### src/hw/rtl/apt_pkg.sv
// Shared types and constants for the affine point transform.
package apt_pkg;

  // Fraction bits of every fixed-point format in the block
  localparam int FRAC_BITS = 16;

  // Register stages between input and output
  localparam int NUM_STAGES = 4;

  // Width of the configuration register index
  localparam int CFG_IDX_WIDTH = 3;

  // Fixed-point 1.0 before truncation to the coefficient field
  localparam int FIXED_ONE = 1 << FRAC_BITS;

  // Configuration register map
  typedef enum logic [CFG_IDX_WIDTH-1:0] {
    CFG_ROW0    = 3'd0,
    CFG_ROW1    = 3'd1,
    CFG_ROW2    = 3'd2,
    CFG_TRANS_X = 3'd3,
    CFG_TRANS_Y = 3'd4,
    CFG_TRANS_Z = 3'd5
  } cfg_reg_e;

  // Per-stage load enables, driven by the pipeline control
  typedef struct packed {
    logic go1;
    logic go2;
    logic go3;
    logic go4;
  } stage_go_t;

endpackage

### src/hw/rtl/apt_cfg.sv
// Configuration register file: three coefficient rows and three translations.
module apt_cfg #(
  parameter int COORD_WIDTH = 32,
  parameter int COEFF_WIDTH = 20,
  parameter int CFG_WIDTH   = 60
) (
  input  logic                                     clk_i,
  input  logic                                     rst_ni,
  input  logic                                     wr_en_i,
  input  logic [apt_pkg::CFG_IDX_WIDTH-1:0]        wr_idx_i,
  input  logic [CFG_WIDTH-1:0]                     wr_data_i,
  output logic [3*COEFF_WIDTH-1:0]                 row_o   [3],
  output logic signed [COORD_WIDTH-1:0]            trans_o [3]
);
  import apt_pkg::*;

  localparam int RowWidth = 3 * COEFF_WIDTH;
  localparam logic [RowWidth-1:0] OneField = RowWidth'(COEFF_WIDTH'(FIXED_ONE));

  logic [RowWidth-1:0]           row_q   [3];
  logic signed [COORD_WIDTH-1:0] trans_q [3];

  // Register writes; reset loads the identity matrix and zero translation
  always_ff @(posedge clk_i or negedge rst_ni) begin
    if (!rst_ni) begin
      row_q[0]   <= OneField;
      row_q[1]   <= OneField << COEFF_WIDTH;
      row_q[2]   <= OneField << (2 * COEFF_WIDTH);
      trans_q[0] <= '0;
      trans_q[1] <= '0;
      trans_q[2] <= '0;
    end else if (wr_en_i) begin
      case (cfg_reg_e'(wr_idx_i))
        CFG_ROW0:    row_q[0]   <= wr_data_i[RowWidth-1:0];
        CFG_ROW1:    row_q[1]   <= wr_data_i[RowWidth-1:0];
        CFG_ROW2:    row_q[2]   <= wr_data_i[RowWidth-1:0];
        CFG_TRANS_X: trans_q[0] <= $signed(wr_data_i[COORD_WIDTH-1:0]);
        CFG_TRANS_Y: trans_q[1] <= $signed(wr_data_i[COORD_WIDTH-1:0]);
        CFG_TRANS_Z: trans_q[2] <= $signed(wr_data_i[COORD_WIDTH-1:0]);
        default: ;  // unmapped index, write dropped
      endcase
    end
  end

  assign row_o   = row_q;
  assign trans_o = trans_q;

endmodule

### config.mk
export PLATFORM = sky130hd
export DESIGN_NAME = apt_cfg
export DESIGN_NICKNAME = d
export VERILOG_FILES = /design/src/hw/rtl/apt_pkg.sv /design/src/hw/rtl/apt_cfg.sv
export SDC_FILE = /design/constraint.sdc
export NUM_CORES = 1
export LEC_CHECK = 0
export ABC_AREA = 1
export BUFFER_PORTS_ARGS = -buffer_cell sky130_fd_sc_hd__buf_2
export CORE_MARGIN = 5
export CORE_UTILIZATION = 46
export DETAILED_ROUTE_END_ITERATION = 8
export PLACE_DENSITY = 0.73
export SYNTH_ARGS = -nofsm -noshare
export SYNTH_HDL_FRONTEND = slang
export SYNTH_SLANG_ARGS = --single-unit
export TNS_END_PERCENT = 50
### constraint.sdc
create_clock -name clk_i -period 0.8 [get_ports clk_i]
set_clock_uncertainty 0.05 [all_clocks]
set_input_delay 0.16 -clock clk_i [delete_from_list [all_inputs] [get_ports clk_i]]
set_output_delay 0.16 -clock clk_i [all_outputs]
set_load 0.005 [all_outputs]
---- Word-level counts from Yosys, hierarchy flattened ----
Index checks and enable logic that the tools add are counted.
storage, ports and cells
  register bits ........................... 276
  bits of input ports ..................... 66
  output and inout bits ................... 276
  word-level logic and storage cells ...... 18
cells by class
  reduce and logical (&&, ||, !) cells .... 7
  equality and inequality tests ........... 5
operator list
  kind                  count
  $reduce_and A2 Y1     6
  $eq A3 B2 Y1 const B  2
  $eq A3 B3 Y1 const B  2
  $eq A3 B1 Y1 const B  1
  $logic_not A3 Y1      1

---- Longest topological paths before layout ----
Gate-level depths: netlist of the first run.
  depth after elaboration ................. 2
  depth in mapped cells ................... 7
  gate-level depth less buffers ........... 5

---- Least setup slack after synthesis of the first run ----
No wires, ideal clock.
  kind .................................... input port to flip-flop
  from .................................... in wr_en_i
  to ...................................... reg row_q, in the netlist row_o[120]
  setup time .............................. 0.117 ns
  data arrival time ....................... 0.902 ns
  cell stages on the path ................. 7
  setup slack ............................. -0.269 ns
  cell sequence ........................... inv_1 > nor2_2 > buf_2 > nand2_1 > clkbuf_1 > nand2_1 > nand2_1
between the ends
  longest elaborated chain between the ends .. 1
ends and longest elaborated chain
  what                                line           RTL
  from (decl)                         apt_cfg.sv:9   input logic wr_en_i,
  $reduce_and A2 Y1 (no source line)  n/a
  to (decl)                           apt_cfg.sv:20  logic [RowWidth-1:0] row_q [3];
Every way passes these cells.
A chain may end at the register's enable or synchronous reset.

---- Worst setup path in the final report of the first run ----
  from .................................... reg row_q, in the netlist row_o[136]
  to ...................................... out row_o[136] in the netlist's numbering
RTL lines
  what       line           RTL
  to (decl)  apt_cfg.sv:12  output logic [3*COEFF_WIDTH-1:0] row_o [3],
No word-level cell between the ends.

==> results of run 1 <==
==> registers in the layout, indices dropped and copies added, names as in the netlist <==
name / flops
row_o: 180
trans_o: 96
==> power by group through the flow <==
| stage | sequential (mW) | combinational [mW] | clock, mW |
|---|---|---|---|
| 6_report | 18.2 | 9.47 | 14.0 |
| 3_3_place_gp | 18.3 | 7.21 | 0 |
| 2_1_floorplan | 18.4 | 2.52 | 0 |
| 4_1_cts | 18.1 | 8.45 | 14.1 |
| 5_1_grt | 18.4 | 10.4 | 14.8 |
| 3_5_place_dp | 18.3 | 7.48 | 0 |
==> per-stage QoR <==
step / std cells / hold slack (ps) / instance area (sq um) / TNS (ps)
2_1_floorplan: 1204 / -186 / 11000 / -31070
6_report: 2067 / 39.6 / 16000 / -129300
3_5_place_dp: 1848 / 9.84 / 13500 / -112380
4_1_cts: 2009 / 28.5 / 15500 / -132270
3_3_place_gp: 1848 / 9.00 / 13500 / -106940
5_1_grt: 2067 / 52.9 / 16000 / -139330
==> synth_stat cells <==
master / number
sky130_fd_sc_hd__buf_1: 2
sky130_fd_sc_hd__buf_2: 41
sky130_fd_sc_hd__clkbuf_1: 35
sky130_fd_sc_hd__clkinv_1: 1
sky130_fd_sc_hd__dfrtp_1: 273
sky130_fd_sc_hd__dfstp_2: 3
sky130_fd_sc_hd__inv_1: 3
sky130_fd_sc_hd__inv_2: 2
sky130_fd_sc_hd__nand2_1: 626
sky130_fd_sc_hd__nand3_1: 212
sky130_fd_sc_hd__nor2_1: 3
sky130_fd_sc_hd__nor2_2: 3
==> what timing repair did <==
action,CTS,global route
buffers inserted,48,57
hold buffers,61,0
pin swaps,0,1
gates resized for setup,7,33
setup endpoints to repair,277,312
endpoints found under the hold margin,552,0
==> metal layers <==
metal	up-vias	global-route usage, %	wire (um)
met4	0	11.0	1740
met3	121	5.59	3060
met2	545	45.1	18300
li1	4853	-	-
met5	-	0	0
met1	5168	35.5	14700
==> cell families after synthesis <==
kind of cell  Yosys count
simple gates          844
flops                 276
buf+inv                84
==> cell type report <==
type	instances	area [sq um]
clock buffers	39	823
well taps	313	392
multi-input cells	844	3580
clock inverters	13	168
fillers	1704	6740
flip-flops and latches	276	6910
repair buffers	575	4130
diodes	1	2.50
inverters	6	35.0
==> worst register-to-register path: stages, from the launching register on <==
cell and delay (ps):
sky130_fd_sc_hd__dfrtp_1 390, sky130_fd_sc_hd__buf_4 140, sky130_fd_sc_hd__buf_4 120, sky130_fd_sc_hd__nand2_1 70
sky130_fd_sc_hd__nand2_1 60
==> worst paths after layout <==
check,start,end,slack (ps),depth (start not counted)
hold / removal,rst_ni,row_o[94]$_DFFE_PN0P_,40,2
setup reg to reg,row_o[29]$_DFFE_PN0P_,row_o[29]$_DFFE_PN0P_,-140,4
min in group clk_i,wr_idx_i[2],row_o[6]$_DFFE_PN0P_,100,5
hold reg to reg,row_o[74]$_DFFE_PN0P_,row_o[74]$_DFFE_PN0P_,420,2
setup / recovery,row_o[136]$_DFFE_PN1P_,row_o[136],-620,1
max in group asynchronous,rst_ni,row_o[5]$_DFFE_PN0P_,110,3
==> impl_table.tex, run 1 <==
\begin{tabular}{lr}
\hline
Metric & Value \\
\hline
\multicolumn{2}{l}{\textbf{Route}} \\
Total DRC errors in the routed layout & 0 \\
Routed length per placed instance & between 15 and 20 um \\
Count of routing violations after the opening detailed-route iteration & 904 \\
Number of nets still failing antenna checks after routing & 0 \\
Drt via density & about 5.2 \\
First-pass detailed-route iteration total & 8 \\
Via count of the routed design & about 11000 \\
Post-detailed-routing wire length & between 30000 and 40000 um \\
\multicolumn{2}{l}{\textbf{Floorplan}} \\
Site Rows & 55 \\
Chip Width & 163 um \\
Std-Cell Core Area & around 23000 sq um \\
Vert. Die Dim & 163 um \\
Starting Density & between 40 and 50\% \\
Top-level I/O count & 342 \\
Overall die area & 26500 sq um \\
\multicolumn{2}{l}{\textbf{Critical path}} \\
Slowest library cell on the worst path & sky130\_fd\_sc\_hd\_\_dfstp\_2 \\
Worst EP required & 590 ps \\
Bufs and invs on worst path & 1 \\
Ordered cell list for the critical path & buf\_2 \\
Nature of the critical path endpoint & output pin \\
Crit path DAT & roughly 1200 ps \\
Critical path class & reg2out \\
Slowest stage delay, CP & 560 ps \\
Top cell family by delay on the critical path & flip-flops \\
Peak fanout along the critical path & 2 \\
Kind of start point of the critical path & flip-flop \\
\multicolumn{2}{l}{\textbf{Cells and area}} \\
Final standard cell utilization of the core & between 70 and 80\% \\
Share of layout cells above drive strength 1 & approximately 34\% \\
Top library cells by usage in the layout, fill and taps aside & sky130\_fd\_sc\_hd\_\_nand2\_1 (597), sky130\_fd\_sc\_hd\_\_buf\_2 (328), sky130\_fd\_sc\_hd\_\_dfrtp\_1 (273) \\
Synth-to-layout area growth & 49.6\% \\
Final \#Nets & roughly 1800 \\
Most common cell after layout, fill and taps aside & sky130\_fd\_sc\_hd\_\_nand2\_1 \\
\multicolumn{2}{l}{\textbf{Status}} \\
Status & finished with violations \\
Violated checks & setup timing \\
\multicolumn{2}{l}{\textbf{Pwr}} \\
Power per cell area & around 2600 nW/um\^{}2 \\
Switching share of power & 28.3\% \\
Net switching power & approximately 12 mW \\
Leak pwr & between 9 and 10 nW \\
Maximum ir drop on the vdd rail & 1.58 mV \\
Relative contribution of combinational cells to total power & 22.8\% \\
Internal Pwr Total & $\sim$30 mW \\
PnR Total Power & $\sim$42 mW \\
Sequential share of power & 43.6\% \\
Clk pwr share & around a third \\
\multicolumn{2}{l}{\textbf{Timing}} \\
Fraction of the cycle the final worst path needs & 177\% \\
Post-route worst setup slack & -618 ps \\
Hold Fails Final Rpt & 0 \\
Actual slew at the worst max-slew pin & 310 ps \\
Max Fclk & 705 MHz \\
Number of max-slew violations in the final report & 0 \\
Worst slew margin & between 70\% and 80\% \\
Final-report setup violation count & approximately 300 \\
Unrepaired setup endpoints after global routing & true \\
Min Tclk post-route & between 1000 and 1500 ps \\
\multicolumn{2}{l}{\textbf{Yosys}} \\
Leading post-synthesis cells by cell area & sky130\_fd\_sc\_hd\_\_dfrtp\_1 (64\%), sky130\_fd\_sc\_hd\_\_nand2\_1 (22\%), sky130\_fd\_sc\_hd\_\_nand3\_1 (9.9\%) \\
Mux cell area share after synthesis & 0\% \\
Number of warnings printed during yosys synthesis & 0 \\
Post-Synthesis Cells & 1204 \\
Netlist cell types & 12 \\
Sequential fraction of the synthesis area & between 60\% and 70\% \\
Cell accounting for the most synthesized area & sky130\_fd\_sc\_hd\_\_dfrtp\_1 \\
Share of the synthesized netlist area taken by xor and xnor gates & 0\% \\
Post-synthesis average cell area & slightly below 9 sq um \\
Share of the synthesized area in the top cell type & a little under two thirds \\
Synthesized cell area & roughly 11000 sq um \\
Adder-cell share of the synthesized area & 0\% \\
Net Count, Synth & $\sim$1300 \\
Area fraction in compound gates after synthesis & 0\% \\
Seq cells post-synth & roughly 280 \\
Fraction of the mapped netlist area in simple logic gates & approximately 32\% \\
Dominant combinational cell family by area after synthesis & simple AND/OR/NAND/NOR gates \\
\multicolumn{2}{l}{\textbf{Min path}} \\
Hold Path Class & in2async \\
\multicolumn{2}{l}{\textbf{Place}} \\
Final Wtd Congestion & approximately 0.85 \\
Minimum setup slack after placement & -464 ps \\
I/O Buffers & 341 \\
Placed wire-length estimate & about 25000 um \\
\multicolumn{2}{l}{\textbf{CTS}} \\
Num CTS Buffers & 28 \\
Clock tree from TritonCTS & yes \\
Maximum buffer depth of the clock tree & 3 \\
Clock latency at the later pin of the worst-skew pair & 530 ps \\
Htree depth & 1 \\
Library cell used as clock root buffer & sky130\_fd\_sc\_hd\_\_clkbuf\_16 \\
Clock transition at path regs & about 60 ps \\
Sinks on the clock net & about 280 \\
\multicolumn{2}{l}{\textbf{Run}} \\
Total of max-cap violations & 0 \\
\multicolumn{2}{l}{\textbf{GRT}} \\
Number of global-route vias before repair & around 11000 \\
Global-route usage over all layers & roughly 27\% \\
Pin count of the biggest net entering global routing & between 40 and 50 \\
Residual overflow from global routing & 0 \\
Initial antenna violation count & 1 \\
Wire length of the first global-routing pass & 57800 um \\
\hline
\end{tabular}
Note: power is estimated with default switching activity, not from simulation.
==> run 2: changes to the inputs <==
--- a/config.mk
+++ b/config.mk
@@ -6,11 +6,12 @@
 export NUM_CORES = 1
 export LEC_CHECK = 0
 export ABC_AREA = 1
-export BUFFER_PORTS_ARGS = -buffer_cell sky130_fd_sc_hd__buf_2
+export BUFFER_PORTS_ARGS = -buffer_cell sky130_fd_sc_hd__buf_4
 export CORE_MARGIN = 5
 export CORE_UTILIZATION = 46
 export DETAILED_ROUTE_END_ITERATION = 8
 export PLACE_DENSITY = 0.73
+export SETUP_SLACK_MARGIN = 0.3
 export SYNTH_ARGS = -nofsm -noshare
 export SYNTH_HDL_FRONTEND = slang
 export SYNTH_SLANG_ARGS = --single-unit
==> run 2 against run 1 <==
  * The flow finishes with violations (hold timing, setup timing)
  * Global-route usage is 1.4 points higher
  * Critical path depth stayed put
  * Final area is 13% higher
  * Routed wire length is 15% higher
  * Count of clock-buffer cells in the layout stayed put
  * Die area stayed put
  * Largest power group unchanged
==> impl_table.tex, run 2 (synthesized netlist as in run 1, its figures left out) <==
\begin{tabular}{lr}
\hline
Metric & Value \\
\hline
\multicolumn{2}{l}{\textbf{GRT}} \\
Residual overflow from global routing & 0 (unchanged) \\
GR Util met3 & 7.29\% (+1.7 points) \\
Wire length of the first global-routing pass & 60700 um (+5.1\%) \\
Gr busiest metal & met2 \\
Number of global-route vias before repair & 10868 (+1.8\%) \\
Global-route usage over all layers & 28.7\% (+1.4 points) \\
Met1 layer usage reported by global route & 35.5\% (about the same) \\
Met2 capacity usage during global routing & 48.3\% (+3.1 points) \\
Pin count of the biggest net entering global routing & 38 (-21\%) \\
Initial antenna violation count & 0 (-1) \\
\multicolumn{2}{l}{\textbf{CTS}} \\
Htree depth & 1 (unchanged) \\
Clock latency at the later pin of the worst-skew pair & 530 ps (about the same) \\
Num CTS Buffers & 29 (+3.6\%) \\
Sinks on the clock net & 276 (unchanged) \\
Library cell used as clock root buffer & sky130\_fd\_sc\_hd\_\_clkbuf\_16 \\
Clock transition at path regs & 60 ps (about the same) \\
Maximum buffer depth of the clock tree & 3 (unchanged) \\
Clock tree from TritonCTS & yes \\
Number of buffers inserted for hold repair after clock tree synthesis & 2 (-97\%) \\
\multicolumn{2}{l}{\textbf{Critical path}} \\
Worst R2R Setup Slack & -210 ps (-70 ps) \\
Crit path DAT & 1190 ps (-20 ps) \\
Kind of start point of the critical path & flip-flop \\
Stages on the worst setup path & 1 (unchanged) \\
Critical path class & reg2out \\
Nature of the critical path endpoint & output pin \\
Reg-to-reg critical path startpoint & row\_o[123]\$\_DFFE\_PN0P\_ \\
Worst EP required & 590 ps (about the same) \\
Bufs and invs on worst path & 1 (unchanged) \\
Start point of the critical path & row\_o[136]\$\_DFFE\_PN1P\_ \\
Slowest stage delay, CP & 560 ps (about the same) \\
Top cell family by delay on the critical path & flip-flops \\
Ordered cell list for the critical path & buf\_6 \\
Length in cells of the worst reg-to-reg path & 4 (unchanged) \\
End point of the critical path & row\_o[136] \\
Slowest library cell on the worst path & sky130\_fd\_sc\_hd\_\_dfstp\_2 \\
Peak fanout along the critical path & 2 (unchanged) \\
End of the worst register-to-register path & row\_o[123]\$\_DFFE\_PN0P\_ \\
\multicolumn{2}{l}{\textbf{Route}} \\
Number of nets still failing antenna checks after routing & 0 (unchanged) \\
Post-detailed-routing wire length & 43500 um (+15\%) \\
Via count of the routed design & 11379 (+6.5\%) \\
Count of routing violations after the opening detailed-route iteration & 982 (+8.6\%) \\
Total DRC errors in the routed layout & 0 (unchanged) \\
Routed length per placed instance & 20.6 um (+13\%) \\
First-pass detailed-route iteration total & 6 (-2) \\
Drt via density & 5.40 (+4.5\%) \\
\multicolumn{2}{l}{\textbf{Pwr}} \\
Power per cell area & 2530 nW/um\^{}2 (-2.7\%) \\
Leak pwr & 9.85 nW (+7.8\%) \\
Maximum ir drop on the vdd rail & 1.95 mV (+23\%) \\
PnR Total Power & 45.8 mW (+10\%) \\
\multicolumn{2}{l}{\textbf{Timing}} \\
Fraction of the cycle the final worst path needs & 176\% (-1.7 points) \\
Actual slew at the worst max-slew pin & 460 ps (+149 ps) \\
Unrepaired setup endpoints after global routing & true \\
Min Tclk post-route & 1400 ps (-13.4 ps) \\
Final-report setup violation count & 372 (+24\%) \\
Max Fclk & 712 MHz (+0.96\%) \\
Number of max-slew violations in the final report & 0 (unchanged) \\
Worst slew margin & 69.4\% (-10 points) \\
Post-route worst setup slack & -605 ps (+13.4 ps) \\
Hold Fails Final Rpt & 323 (+323) \\
Smallest hold slack & -380 ps (-420 ps) \\
\multicolumn{2}{l}{\textbf{Cells and area}} \\
Diode count & 0 (-1) \\
Final \#Nets & 1843 (+2.6\%) \\
Number of flip-flops in the largest register & 180 (unchanged) \\
Final standard cell utilization of the core & 79.6\% (+9.2 points) \\
Post-Layout Cell Count & 2106 (+1.9\%) \\
Most common cell after layout, fill and taps aside & sky130\_fd\_sc\_hd\_\_nand2\_1 \\
Share of layout cells above drive strength 1 & 42.9\% (+8.5 points) \\
Final Instance Area & 18100 sq um (+13\%) \\
Top library cells by usage in the layout, fill and taps aside & sky130\_fd\_sc\_hd\_\_nand2\_1 (532), sky130\_fd\_sc\_hd\_\_buf\_4 (295), sky130\_fd\_sc\_hd\_\_buf\_6 (288) \\
Synth-to-layout area growth & 69.2\% \\
\multicolumn{2}{l}{\textbf{Status}} \\
Violated checks & hold timing, setup timing \\
Status & finished with violations \\
\multicolumn{2}{l}{\textbf{Floorplan}} \\
Std-Cell Core Area & 22800 sq um (unchanged) \\
Vert. Die Dim & 163 um (unchanged) \\
Chip Width & 163 um (unchanged) \\
Site Rows & 55 (unchanged) \\
Overall die area & 26500 sq um (unchanged) \\
Starting Density & 47.1\% (unchanged) \\
Top-level I/O count & 342 (unchanged) \\
\multicolumn{2}{l}{\textbf{Place}} \\
Number of cells after detailed placement & 1859 (+0.60\%) \\
I/O Buffers & 341 (unchanged) \\
Final Wtd Congestion & 0.863 (+1.5\%) \\
Placed wire-length estimate & 25400 um (+3.3\%) \\
Placement-stage cell area & 14500 sq um (+7.0\%) \\
\multicolumn{2}{l}{\textbf{Run}} \\
Total of max-cap violations & 0 (unchanged) \\
\multicolumn{2}{l}{\textbf{Min path}} \\
Hold Path Class & in2async \\
\hline
\end{tabular}
## run 2: cell count changes in the layout (fill, tap and decap cells not counted), moves of 2 or more
cell                            previous run  this run
sky130_fd_sc_hd__buf_2                   328         0
sky130_fd_sc_hd__buf_4                   138       295
sky130_fd_sc_hd__buf_6                    13       288
sky130_fd_sc_hd__bufinv_16                 4         1
sky130_fd_sc_hd__clkbuf_1                  4         6
sky130_fd_sc_hd__clkbuf_8                  6         4
sky130_fd_sc_hd__dlygate4sd3_1            61         1
sky130_fd_sc_hd__nand2_1                 597       532
sky130_fd_sc_hd__nand2_2                  27        92
sky130_fd_sc_hd__nand3_1                 212       210
sky130_fd_sc_hd__nand3_2                   0         2
## run 2: routing by layer
metal  vias up  wire, um
met3       183      4270
met1      5488     15300
met2       765     21400
li1       4943         -
met4         0      2490
met5         -         0
## run 2: layout make-up
| class | instances | area [sq um] |
|---|---|---|
| sequential | 276 | 6910 |
| clock inverter | 8 | 68.8 |
| timing repair buffer | 620 | 6170 |
| clock buffer | 39 | 803 |
| tap | 313 | 392 |
| fill | 1289 | 4650 |
| inverter | 6 | 36.3 |
| multi-input combinational | 844 | 3750 |
## run 2: timing repair
action / CTS / global route
setup endpoints to repair: 552 / 823
pin swaps: 84 / 118
endpoints found under the hold margin: 552 / 313
buffers inserted: 107 / 91
resized for setup: 311 / 69
## run 2: through the flow
| stage | setup slack, ps | setup TNS (ps) |
|---|---|---|
| after detailed placement | -404 | -98730 |
| final | -605 | -136220 |
| after CTS | -622 | -207950 |
| after global placement | -381 | -94180 |
| after global routing | -635 | -148630 |
| after floorplan | -138 | -28470 |
## run 2: worst min path at each step
stage | start | to
global placement | rst_ni | trans_o[29]$_DFFE_PN0P_
finish | rst_ni | trans_o[29]$_DFFE_PN0P_
global route | rst_ni | trans_o[29]$_DFFE_PN0P_
floorplan | rst_ni | row_o[0]$_DFFE_PN0P_
detailed placement | rst_ni | trans_o[29]$_DFFE_PN0P_
CTS | wr_data_i[59] | row_o[179]$_DFFE_PN0P_
## run 2: power breakdown
part           switching [mW]  internal (mW)
Clock                    5.43           7.27
Combinational            5.50           8.71
Sequential               2.25           16.6
